File: src/design/ulbd_pkg.sv
package ulbd_pkg;

  // Default number of entries in the queue between the front and the back.
  localparam int unsigned QueueDepthDefault = 4;

  typedef enum logic [0:0] {
    CfgEofMode  = 1'b0,
    CfgNullMode = 1'b1
  } cfg_idx_e;

  typedef enum logic [0:0] {
    OpData = 1'b0,
    OpEnd  = 1'b1
  } op_e;

  typedef struct packed {
    logic       op;
    logic [7:0] byte_value;
  } item_t;

  typedef struct packed {
    logic [7:0] out_byte;
    logic       line_break;
    logic       code_point_end;
    logic       past_end;
    logic       aborted;
    logic       last;
  } result_t;

  // One queue entry carries the one or two result words caused by one input word.
  typedef struct packed {
    result_t first;
    result_t second;
    logic    second_valid;
  } entry_t;

  typedef struct packed {
    logic eof_mode;
    logic null_mode;
  } cfg_t;

endpackage

File: src/design/ulbd_front.sv
module ulbd_front (
  input  logic             clk_i,
  input  logic             rst_ni,
  input  ulbd_pkg::cfg_t   cfg_i,
  input  logic             accept_i,
  input  ulbd_pkg::item_t  item_i,
  output logic             entry_push_o,
  output ulbd_pkg::entry_t entry_o
);

  localparam logic [7:0] ByteNul  = 8'h00;
  localparam logic [7:0] ByteLf   = 8'h0A;
  localparam logic [7:0] ByteCr   = 8'h0D;
  localparam logic [7:0] ByteC0   = 8'hC0;
  localparam logic [7:0] ByteC2   = 8'hC2;
  localparam logic [7:0] ByteDf   = 8'hDF;
  localparam logic [7:0] ByteE0   = 8'hE0;
  localparam logic [7:0] ByteE2   = 8'hE2;
  localparam logic [7:0] ByteEd   = 8'hED;
  localparam logic [7:0] ByteEf   = 8'hEF;
  localparam logic [7:0] ByteF0   = 8'hF0;
  localparam logic [7:0] ByteF4   = 8'hF4;
  localparam logic [7:0] Byte80   = 8'h80;
  localparam logic [7:0] Byte85   = 8'h85;
  localparam logic [7:0] Byte8f   = 8'h8F;
  localparam logic [7:0] Byte90   = 8'h90;
  localparam logic [7:0] Byte9f   = 8'h9F;
  localparam logic [7:0] ByteA0   = 8'hA0;
  localparam logic [7:0] ByteA8   = 8'hA8;
  localparam logic [7:0] ByteA9   = 8'hA9;
  localparam logic [7:0] ByteBf   = 8'hBF;

  function automatic logic lead2(input logic [7:0] x);
    return (x >= ByteC2) && (x <= ByteDf);
  endfunction

  function automatic logic lead3(input logic [7:0] x);
    return (x >= ByteE0) && (x <= ByteEf);
  endfunction

  function automatic logic lead4(input logic [7:0] x);
    return (x >= ByteF0) && (x <= ByteF4);
  endfunction

  logic [7:0] hist_q [3];
  logic [7:0] hist_d [3];
  logic [7:0] pend_q, pend_d;
  logic       pend_valid_q, pend_valid_d;
  logic       last_break_q, last_break_d;
  logic       halted_q, halted_d;

  logic       is_end;
  logic       is_abort;
  logic [7:0] c, p1, p2, p3, nx;
  logic       has_nx;
  logic       crlf, lb, scope, suffix, range_bad, bad_lead, bad, nonfinal;
  logic       break_after;
  logic       add_past_end;
  ulbd_pkg::result_t pend_res, past_res, abort_res;

  assign is_end   = (item_i.op == ulbd_pkg::OpEnd);
  assign is_abort = !is_end && cfg_i.null_mode && (item_i.byte_value == ByteNul);
  assign c        = pend_q;
  assign p1       = hist_q[0];
  assign p2       = hist_q[1];
  assign p3       = hist_q[2];
  assign has_nx   = !is_end;
  assign nx       = is_end ? 8'h00 : item_i.byte_value;

  // Classification of the pending byte against its three predecessors and its successor.
  always_comb begin
    crlf      = (c == ByteCr) && has_nx && (nx == ByteLf);
    lb        = ((c >= ByteLf) && (c <= ByteCr) && !crlf)
              || ((p1 == ByteC2) && (c == Byte85))
              || ((p2 == ByteE2) && (p1 == Byte80) && ((c == ByteA8) || (c == ByteA9)));
    scope     = lead2(p1) || lead3(p1) || lead3(p2) || lead4(p1) || lead4(p2) || lead4(p3);
    suffix    = (c >= Byte80) && (c <= ByteBf);
    range_bad = ((p1 == ByteE0) && (c >= Byte80) && (c <= Byte9f))
             || ((p1 == ByteEd) && (c >= ByteA0) && (c <= ByteBf))
             || ((p1 == ByteF0) && (c >= Byte80) && (c <= Byte8f))
             || ((p1 == ByteF4) && (c >= Byte90) && (c <= ByteBf));
    bad_lead  = (c >= ByteC0) && !(lead2(c) || lead3(c) || lead4(c));
    bad       = bad_lead || (scope != suffix) || range_bad;
    nonfinal  = ((c >= ByteC0) || lead3(p1) || lead4(p1) || lead4(p2)) && !bad;
    nonfinal  = nonfinal || crlf;
  end

  always_comb begin
    pend_res                = '0;
    pend_res.out_byte       = c;
    pend_res.line_break     = lb;
    pend_res.code_point_end = !nonfinal;

    past_res                = '0;
    past_res.line_break     = 1'b1;
    past_res.code_point_end = 1'b1;
    past_res.past_end       = 1'b1;

    abort_res               = '0;
    abort_res.aborted       = 1'b1;
    abort_res.last          = 1'b1;

    break_after  = pend_valid_q ? lb : last_break_q;
    add_past_end = cfg_i.eof_mode && !break_after;
  end

  always_comb begin
    hist_d       = hist_q;
    pend_d       = pend_q;
    pend_valid_d = pend_valid_q;
    last_break_d = last_break_q;
    halted_d     = halted_q;
    entry_push_o = 1'b0;
    entry_o      = '0;

    if (accept_i) begin
      if (halted_q) begin
        if (is_end) begin
          hist_d       = '{default: '0};
          pend_d       = '0;
          pend_valid_d = 1'b0;
          last_break_d = 1'b1;
          halted_d     = 1'b0;
        end
      end else if (is_end) begin
        if (pend_valid_q) begin
          entry_push_o        = 1'b1;
          entry_o.first       = pend_res;
          entry_o.first.last  = !add_past_end;
          entry_o.second      = past_res;
          entry_o.second.last = 1'b1;
          entry_o.second_valid = add_past_end;
        end else if (add_past_end) begin
          entry_push_o       = 1'b1;
          entry_o.first      = past_res;
          entry_o.first.last = 1'b1;
        end
        hist_d       = '{default: '0};
        pend_d       = '0;
        pend_valid_d = 1'b0;
        last_break_d = 1'b1;
        halted_d     = 1'b0;
      end else begin
        if (pend_valid_q) begin
          hist_d[2]    = p2;
          hist_d[1]    = p1;
          hist_d[0]    = c;
          last_break_d = lb;
        end
        if (is_abort) begin
          entry_push_o = 1'b1;
          if (pend_valid_q) begin
            entry_o.first        = pend_res;
            entry_o.second       = abort_res;
            entry_o.second_valid = 1'b1;
          end else begin
            entry_o.first = abort_res;
          end
          pend_valid_d = 1'b0;
          halted_d     = 1'b1;
        end else begin
          entry_push_o  = pend_valid_q;
          entry_o.first = pend_res;
          pend_d        = item_i.byte_value;
          pend_valid_d  = 1'b1;
        end
      end
    end
  end

  always_ff @(posedge clk_i or negedge rst_ni) begin
    if (!rst_ni) begin
      hist_q       <= '{default: '0};
      pend_q       <= '0;
      pend_valid_q <= 1'b0;
      last_break_q <= 1'b1;
      halted_q     <= 1'b0;
    end else begin
      hist_q       <= hist_d;
      pend_q       <= pend_d;
      pend_valid_q <= pend_valid_d;
      last_break_q <= last_break_d;
      halted_q     <= halted_d;
    end
  end

endmodule

File: src/design/ulbd_fifo.sv
module ulbd_fifo #(
  parameter int unsigned Depth = ulbd_pkg::QueueDepthDefault
) (
  input  logic             clk_i,
  input  logic             rst_ni,
  input  logic             wr_i,
  input  ulbd_pkg::entry_t wr_data_i,
  output logic             full_o,
  input  logic             rd_i,
  output ulbd_pkg::entry_t rd_data_o,
  output logic             empty_o
);

  localparam int unsigned PtrW = (Depth > 1) ? $clog2(Depth) : 1;
  localparam int unsigned CntW = $clog2(Depth + 1);
  localparam logic [PtrW-1:0] LastPtr = PtrW'(Depth - 1);
  localparam logic [CntW-1:0] FullCnt = CntW'(Depth);

  ulbd_pkg::entry_t mem_q [Depth];
  logic [PtrW-1:0]  wr_ptr_q, wr_ptr_d;
  logic [PtrW-1:0]  rd_ptr_q, rd_ptr_d;
  logic [CntW-1:0]  count_q, count_d;
  logic             do_wr, do_rd;

  assign full_o    = (count_q == FullCnt);
  assign empty_o   = (count_q == '0);
  assign do_wr     = wr_i && !full_o;
  assign do_rd     = rd_i && !empty_o;
  assign rd_data_o = mem_q[rd_ptr_q];

  always_comb begin
    wr_ptr_d = wr_ptr_q;
    rd_ptr_d = rd_ptr_q;
    count_d  = count_q;
    if (do_wr) begin
      wr_ptr_d = (wr_ptr_q == LastPtr) ? '0 : wr_ptr_q + 1'b1;
    end
    if (do_rd) begin
      rd_ptr_d = (rd_ptr_q == LastPtr) ? '0 : rd_ptr_q + 1'b1;
    end
    case ({do_wr, do_rd})
      2'b10:   count_d = count_q + 1'b1;
      2'b01:   count_d = count_q - 1'b1;
      default: count_d = count_q;
    endcase
  end

  always_ff @(posedge clk_i) begin
    if (do_wr) begin
      mem_q[wr_ptr_q] <= wr_data_i;
    end
  end

  always_ff @(posedge clk_i or negedge rst_ni) begin
    if (!rst_ni) begin
      wr_ptr_q <= '0;
      rd_ptr_q <= '0;
      count_q  <= '0;
    end else begin
      wr_ptr_q <= wr_ptr_d;
      rd_ptr_q <= rd_ptr_d;
      count_q  <= count_d;
    end
  end

endmodule

File: src/design/ulbd_back.sv
module ulbd_back (
  input  logic              clk_i,
  input  logic              rst_ni,
  input  logic              q_empty_i,
  input  ulbd_pkg::entry_t  q_data_i,
  output logic              q_pop_o,
  output ulbd_pkg::result_t result_o,
  output logic              empty_o,
  input  logic              pop_i
);

  ulbd_pkg::result_t cur_q, cur_d;
  ulbd_pkg::result_t nxt_q, nxt_d;
  logic              cur_valid_q, cur_valid_d;
  logic              nxt_valid_q, nxt_valid_d;
  logic              taken;

  assign empty_o  = !cur_valid_q;
  assign result_o = cur_q;
  assign taken    = pop_i && cur_valid_q;
  // A new entry loads once the held words are gone or the last one leaves this cycle.
  assign q_pop_o  = !q_empty_i && (!cur_valid_q || (taken && !nxt_valid_q));

  always_comb begin
    cur_d       = cur_q;
    nxt_d       = nxt_q;
    cur_valid_d = cur_valid_q;
    nxt_valid_d = nxt_valid_q;
    if (taken) begin
      cur_d       = nxt_q;
      cur_valid_d = nxt_valid_q;
      nxt_valid_d = 1'b0;
    end
    if (q_pop_o) begin
      cur_d       = q_data_i.first;
      cur_valid_d = 1'b1;
      nxt_d       = q_data_i.second;
      nxt_valid_d = q_data_i.second_valid;
    end
  end

  always_ff @(posedge clk_i) begin
    cur_q <= cur_d;
    nxt_q <= nxt_d;
  end

  always_ff @(posedge clk_i or negedge rst_ni) begin
    if (!rst_ni) begin
      cur_valid_q <= 1'b0;
      nxt_valid_q <= 1'b0;
    end else begin
      cur_valid_q <= cur_valid_d;
      nxt_valid_q <= nxt_valid_d;
    end
  end

endmodule

File: src/design/unicode_line_break_detector_unit.sv
// A byte's result word enters the queue when its successor (or the end marker) is accepted,
// then the back end's output register; each byte is held back one word for lookahead.
// Throughput: one input word per cycle while the queue is not full, one result word per cycle while
// results wait and pop is high; a two-result word holds the output stage until both are taken.
// Reset (asynchronous, active low) clears stream state, both mode registers and the queue.
module unicode_line_break_detector_unit #(
  parameter int unsigned QueueDepth = ulbd_pkg::QueueDepthDefault
) (
  input  logic                clk_i,
  input  logic                rst_ni,
  input  logic                push,
  output logic                full,
  input  ulbd_pkg::item_t     item_i,
  output logic                empty,
  input  logic                pop,
  output ulbd_pkg::result_t   result_o,
  input  logic                cfg_valid,
  output logic                cfg_ready,
  input  ulbd_pkg::cfg_idx_e  cfg_index_i,
  input  logic                cfg_data_i
);

  ulbd_pkg::cfg_t   cfg_q;
  ulbd_pkg::entry_t front_entry;
  ulbd_pkg::entry_t q_data;
  logic             front_push;
  logic             q_full;
  logic             q_empty;
  logic             q_pop;
  logic             accept;

  assign cfg_ready = 1'b1;
  assign full      = q_full;
  assign accept    = push && !q_full;

  always_ff @(posedge clk_i or negedge rst_ni) begin
    if (!rst_ni) begin
      cfg_q <= '0;
    end else if (cfg_valid) begin
      unique case (cfg_index_i)
        ulbd_pkg::CfgEofMode:  cfg_q.eof_mode  <= cfg_data_i;
        ulbd_pkg::CfgNullMode: cfg_q.null_mode <= cfg_data_i;
        default:               cfg_q           <= cfg_q;
      endcase
    end
  end

  ulbd_front u_front (
    .clk_i        (clk_i),
    .rst_ni       (rst_ni),
    .cfg_i        (cfg_q),
    .accept_i     (accept),
    .item_i       (item_i),
    .entry_push_o (front_push),
    .entry_o      (front_entry)
  );

  ulbd_fifo #(
    .Depth (QueueDepth)
  ) u_fifo (
    .clk_i     (clk_i),
    .rst_ni    (rst_ni),
    .wr_i      (front_push),
    .wr_data_i (front_entry),
    .full_o    (q_full),
    .rd_i      (q_pop),
    .rd_data_o (q_data),
    .empty_o   (q_empty)
  );

  ulbd_back u_back (
    .clk_i     (clk_i),
    .rst_ni    (rst_ni),
    .q_empty_i (q_empty),
    .q_data_i  (q_data),
    .q_pop_o   (q_pop),
    .result_o  (result_o),
    .empty_o   (empty),
    .pop_i     (pop)
  );

endmodule

File: config.mk
export PLATFORM = sky130hd
export DESIGN_NAME = unicode_line_break_detector_unit
export DESIGN_NICKNAME = d
export VERILOG_FILES = /design/src/design/ulbd_pkg.sv /design/src/design/ulbd_front.sv /design/src/design/ulbd_fifo.sv /design/src/design/ulbd_back.sv /design/src/design/unicode_line_break_detector_unit.sv
export SDC_FILE = /design/constraint.sdc
export NUM_CORES = 1
export LEC_CHECK = 0
export BUFFER_PORTS_ARGS = -buffer_cell sky130_fd_sc_hd__buf_2
export CORE_UTILIZATION = 30
export CTS_BUF_LIST = sky130_fd_sc_hd__clkbuf_8
export DETAILED_ROUTE_END_ITERATION = 8
export PLACE_DENSITY = 0.53
export SLEW_MARGIN = 40
export SYNTH_ARGS = -nofsm -noshare
export SYNTH_HDL_FRONTEND = slang
export SYNTH_HIERARCHICAL = 1
export SYNTH_SLANG_ARGS = --single-unit
File: constraint.sdc
create_clock -name clk_i -period 2.75 [get_ports clk_i]
set_input_delay 0.4125 -clock clk_i [delete_from_list [all_inputs] [get_ports clk_i]]
set_output_delay 0.4125 -clock clk_i [all_outputs]
set_load 0.005 [all_outputs]
==> impl_results.md <==
* Worst flop-to-flop path startpoint: u_front/p2[0]
* Most common flop cell mapped by yosys: edfxtp_1
* Avg Cell Area, Syn at 16.4 um^2
* Via Count at approximately 4000
* Post-detailed-route via-to-cell ratio at about 4.7
* DRT iter0 DRCs at 417
* Seq cells post-synth at 180
* IO Count at 32
* Hold Violations, Final at 0
* Non-filler cells, final at 857
* Vias in the first global route at 4170
* Share of cells above drive strength 1 at between 20% and 30%
* Initial Util at 30.5%
* IR drop worst, VDD at 0.372 mV
* Hold Slack at 0.214 ns
* Worst slew pin tran at 0.680 ns
* Synth area leaders: edfxtp_1 52%, dfrtp_1 15%, mux4_2 7.6%, a22o_1 2.6%, mux2_4 2.0%
* Drt pass-1 iters at 5
* Outcome: finished, final reports clean
* Maximum root-to-sink buffer count at 2
* Worst Setup Path Type: reg -> reg
* Routed wire length at between 10 and 15 mm
* Buffers on Ports at 30
* DP HPWL at 9.18 mm
* Slew Viols, Final at 0
* FMAX at 0.399 GHz
* Yosys cell types at about 60
* RePlAce Congestion at 0.815
* Core area at around 25000 um^2
* Clk_lat worst skew at 0.44 ns
* Synth area leader: edfxtp_1
* Cell Rows at 58
* Post-synth EDFFs at 134
* Seq/Total Area, Yosys at around 67%
* Tot GR Track Use at 11.6%
* Synth top area share at a little over half
* Req. time, crit path at 2.91 ns
* Post-Syn Area at 7680 um^2
* Gr ovfl total at 0
* R2r endpoint: u_fifo/mem_q[3][17]
* Post-Route Setup TNS at 0 ns
* RSZ-0062 raised after global routing: false
* Post-CTS Setup Inserts at 0
* Critical Path AT at 2.66 ns
* Max transition margin at between 50 and 60%
* FF-to-FF path depth at 10
* Setup crit end kind: flop
* Final Power at 0.00774 W
* # diodes at 0
* Syn. warnings at 6
* Worst R2R Setup Slack at about 0.24 ns
* Die area at 26300 um^2
* Power per cell area at ~900 nW/um^2
* # setup viols final at 0
* Syn Inst Count at 468
* Final period utilization at 91.2%
* Clock skew at 0.0136 ns
* Max-Cap Viols at 0
* Post-route cell area at 8630 um^2
* CTS tree: built
* Critical Path Sink: u_fifo/mem_q[3][17]
* Fin nets at between 500 and 600
* CTS Root Cell: clkbuf_8
* Die width at about 160 um
* Crit path max fanout at 4
* Nature of the critical path startpoint: flop
* Hold Crit Class: in -> reg
* Post-synth ARST share at 25.6%
* CTS Buf Count at 17
* Post-route DRC at 0
* Crit path time final at 2.51 ns
* Critical path launch point: u_front/p2[0]
* Placed insts at 824
* DR WL/cell at approximately 16 um
* Leakage at 3.17 nW
* Initial antenna violation count at 0
* Chip height at 162 um
* DRT antenna net count at 0
* H-tree level count at 4
* Placement Cell Area at 8260 um^2
* Global-route wire length before repair at ~23 mm
* Area Overhead vs Synth at 12.3%
* Largest net degree at the start of global routing at 29
* TritonCTS Sinks at 180
* Clock Pin Slew Worst Setup and Hold Paths at 0.10 ns
-- how the worst min path moves through the flow --
stage | from | to | slack [ns] | cells past startpoint
5_1_grt | cfg_data_i | cfg_q[1] | 0.17 | 2
2_1_floorplan | rst_ni | cfg_q[0] | 0.12 | 0
4_1_cts | cfg_data_i | cfg_q[1] | 0.17 | 2
6_report | cfg_data_i | cfg_q[1] | 0.21 | 2
3_3_place_gp | u_fifo/count_q[2] | u_fifo/count_q[2] | 0.47 | 1
3_5_place_dp | rst_ni | u_fifo/count_q[1] | 0.49 | 1
-- cell usage in the layout (no fill, tap or decap), types with 4 or more instances in the layout --
| cell type | n |
|---|---|
| nand3_1 | 4 |
| and3_1 | 4 |
| o21ai_0 | 13 |
| a22oi_1 | 5 |
| dfrtp_1 | 43 |
| buf_2 | 30 |
| and2_1 | 12 |
| nor2_1 | 17 |
| inv_1 | 18 |
| nand4_1 | 5 |
| a22o_1 | 23 |
| clkbuf_8 | 17 |
| mux4_2 | 26 |
| buf_12 | 5 |
| buf_4 | 20 |
| nand2_1 | 22 |
| clkinvlp_4 | 4 |
| ha_1 | 8 |
| o21ai_1 | 6 |
| conb_1 | 9 |
| a21oi_1 | 9 |
| nor3_1 | 6 |
| mux2_2 | 9 |
| nand2b_1 | 4 |
| edfxtp_1 | 134 |
| mux2_4 | 10 |
| a31oi_1 | 4 |
-- cells in the mapped netlist, types with 4 or more instances --
library cell    n
buf_4          16
dfrtp_1        45
a31oi_1         4
inv_1          16
nand2b_1        4
nor2_1         17
mux2_2          9
nand4_1         5
ha_1            8
o21ai_1         5
and2_1         12
mux4_2         26
mux2_4         10
o21ai_0        14
a22oi_1         5
nor3_1          6
a22o_1         23
and3_1          4
a21oi_1         9
nand2_1        22
buf_2          11
edfxtp_1      134
nand3_1         4
-- flip-flops by register name, indices dropped and copies added, names as in the netlist --
| name | cells |
|---|---|
| u_front/p2 | 8 |
| u_fifo/rd_ptr_q | 2 |
| u_front/c | 8 |
| u_back/nxt_q | 13 |
| cfg_q | 2 |
| u_back/nxt_valid_q | 1 |
| u_front/p3 | 8 |
| u_front/halted_q | 1 |
| u_back/cur_valid_q | 1 |
| u_fifo/count_q | 3 |
| u_fifo/wr_ptr_q | 2 |
| u_fifo/mem_q | 108 |
| u_back/result_o | 13 |
| u_front/last_break_q | 1 |
| u_front/pend_valid_q | 1 |
| u_front/p1 | 8 |
-- report_power, final --
group	internal, W	total, W	switching, W	leakage (nW)
logic	0.00113	0.00222	0.00108	1.14
registers	0.00358	0.00390	0.000314	1.85
clock network	0.000705	0.00163	0.000928	0.171
-- routing by layer --
layer  track usage (%)  routed length (um)
met1              15.5                6590
met2              18.4                6810
met4              3.34                  62
met5                 0                   0
met3              3.12                 620
-- area by class of cell --
class / count / area (um^2)
flip-flops and latches: 180 / 5180
fillers: 2371 / 16600
inverters: 16 / 60.1
clock buffers: 17 / 234
multi-input cells: 243 / 2210
clock inverters: 15 / 118
well taps: 330 / 413
repair buffers: 56 / 410
-- stage by stage --
stage	setup slack, ns	utilization, %
2_1_floorplan	0.306	-
3_3_place_gp	0.221	32.8
3_5_place_dp	0.103	32.8
4_1_cts	0.188	34.2
5_1_grt	0.0414	34.3
6_report	0.243	34.3
-- worst max-delay path: stages (launching register included) --
cell and delay (ns):
dfrtp_1 0.46, nor4b_4 0.33, nand4_1 0.15, o31ai_2 0.19
a31oi_1 0.13, a31o_1 0.27, ha_1 0.21, nand3_1 0.11
nand2_1 0.06, a31oi_1 0.14, a31oi_1 0.16
-- cells by family after synthesis --
group,after synthesis,synth area share [%]
buffers and inverters,52,4.27
other,2,0.0978
multiplexers,48,11.5
adder cells (fa/ha/maj),9,1.56
AO/OA/AOI/OAI,79,7.49
AND/OR/NAND/NOR,94,7.25
XOR/XNOR,4,0.456
flip-flops,180,67.4
-- timing repair --
action	4_1_cts	5_1_grt
gates resized for setup	0	2
endpoints found under the hold margin	22	0
setup endpoints to repair	0	4
hold buffers	1	0
(Power assumes the default switching activity.)
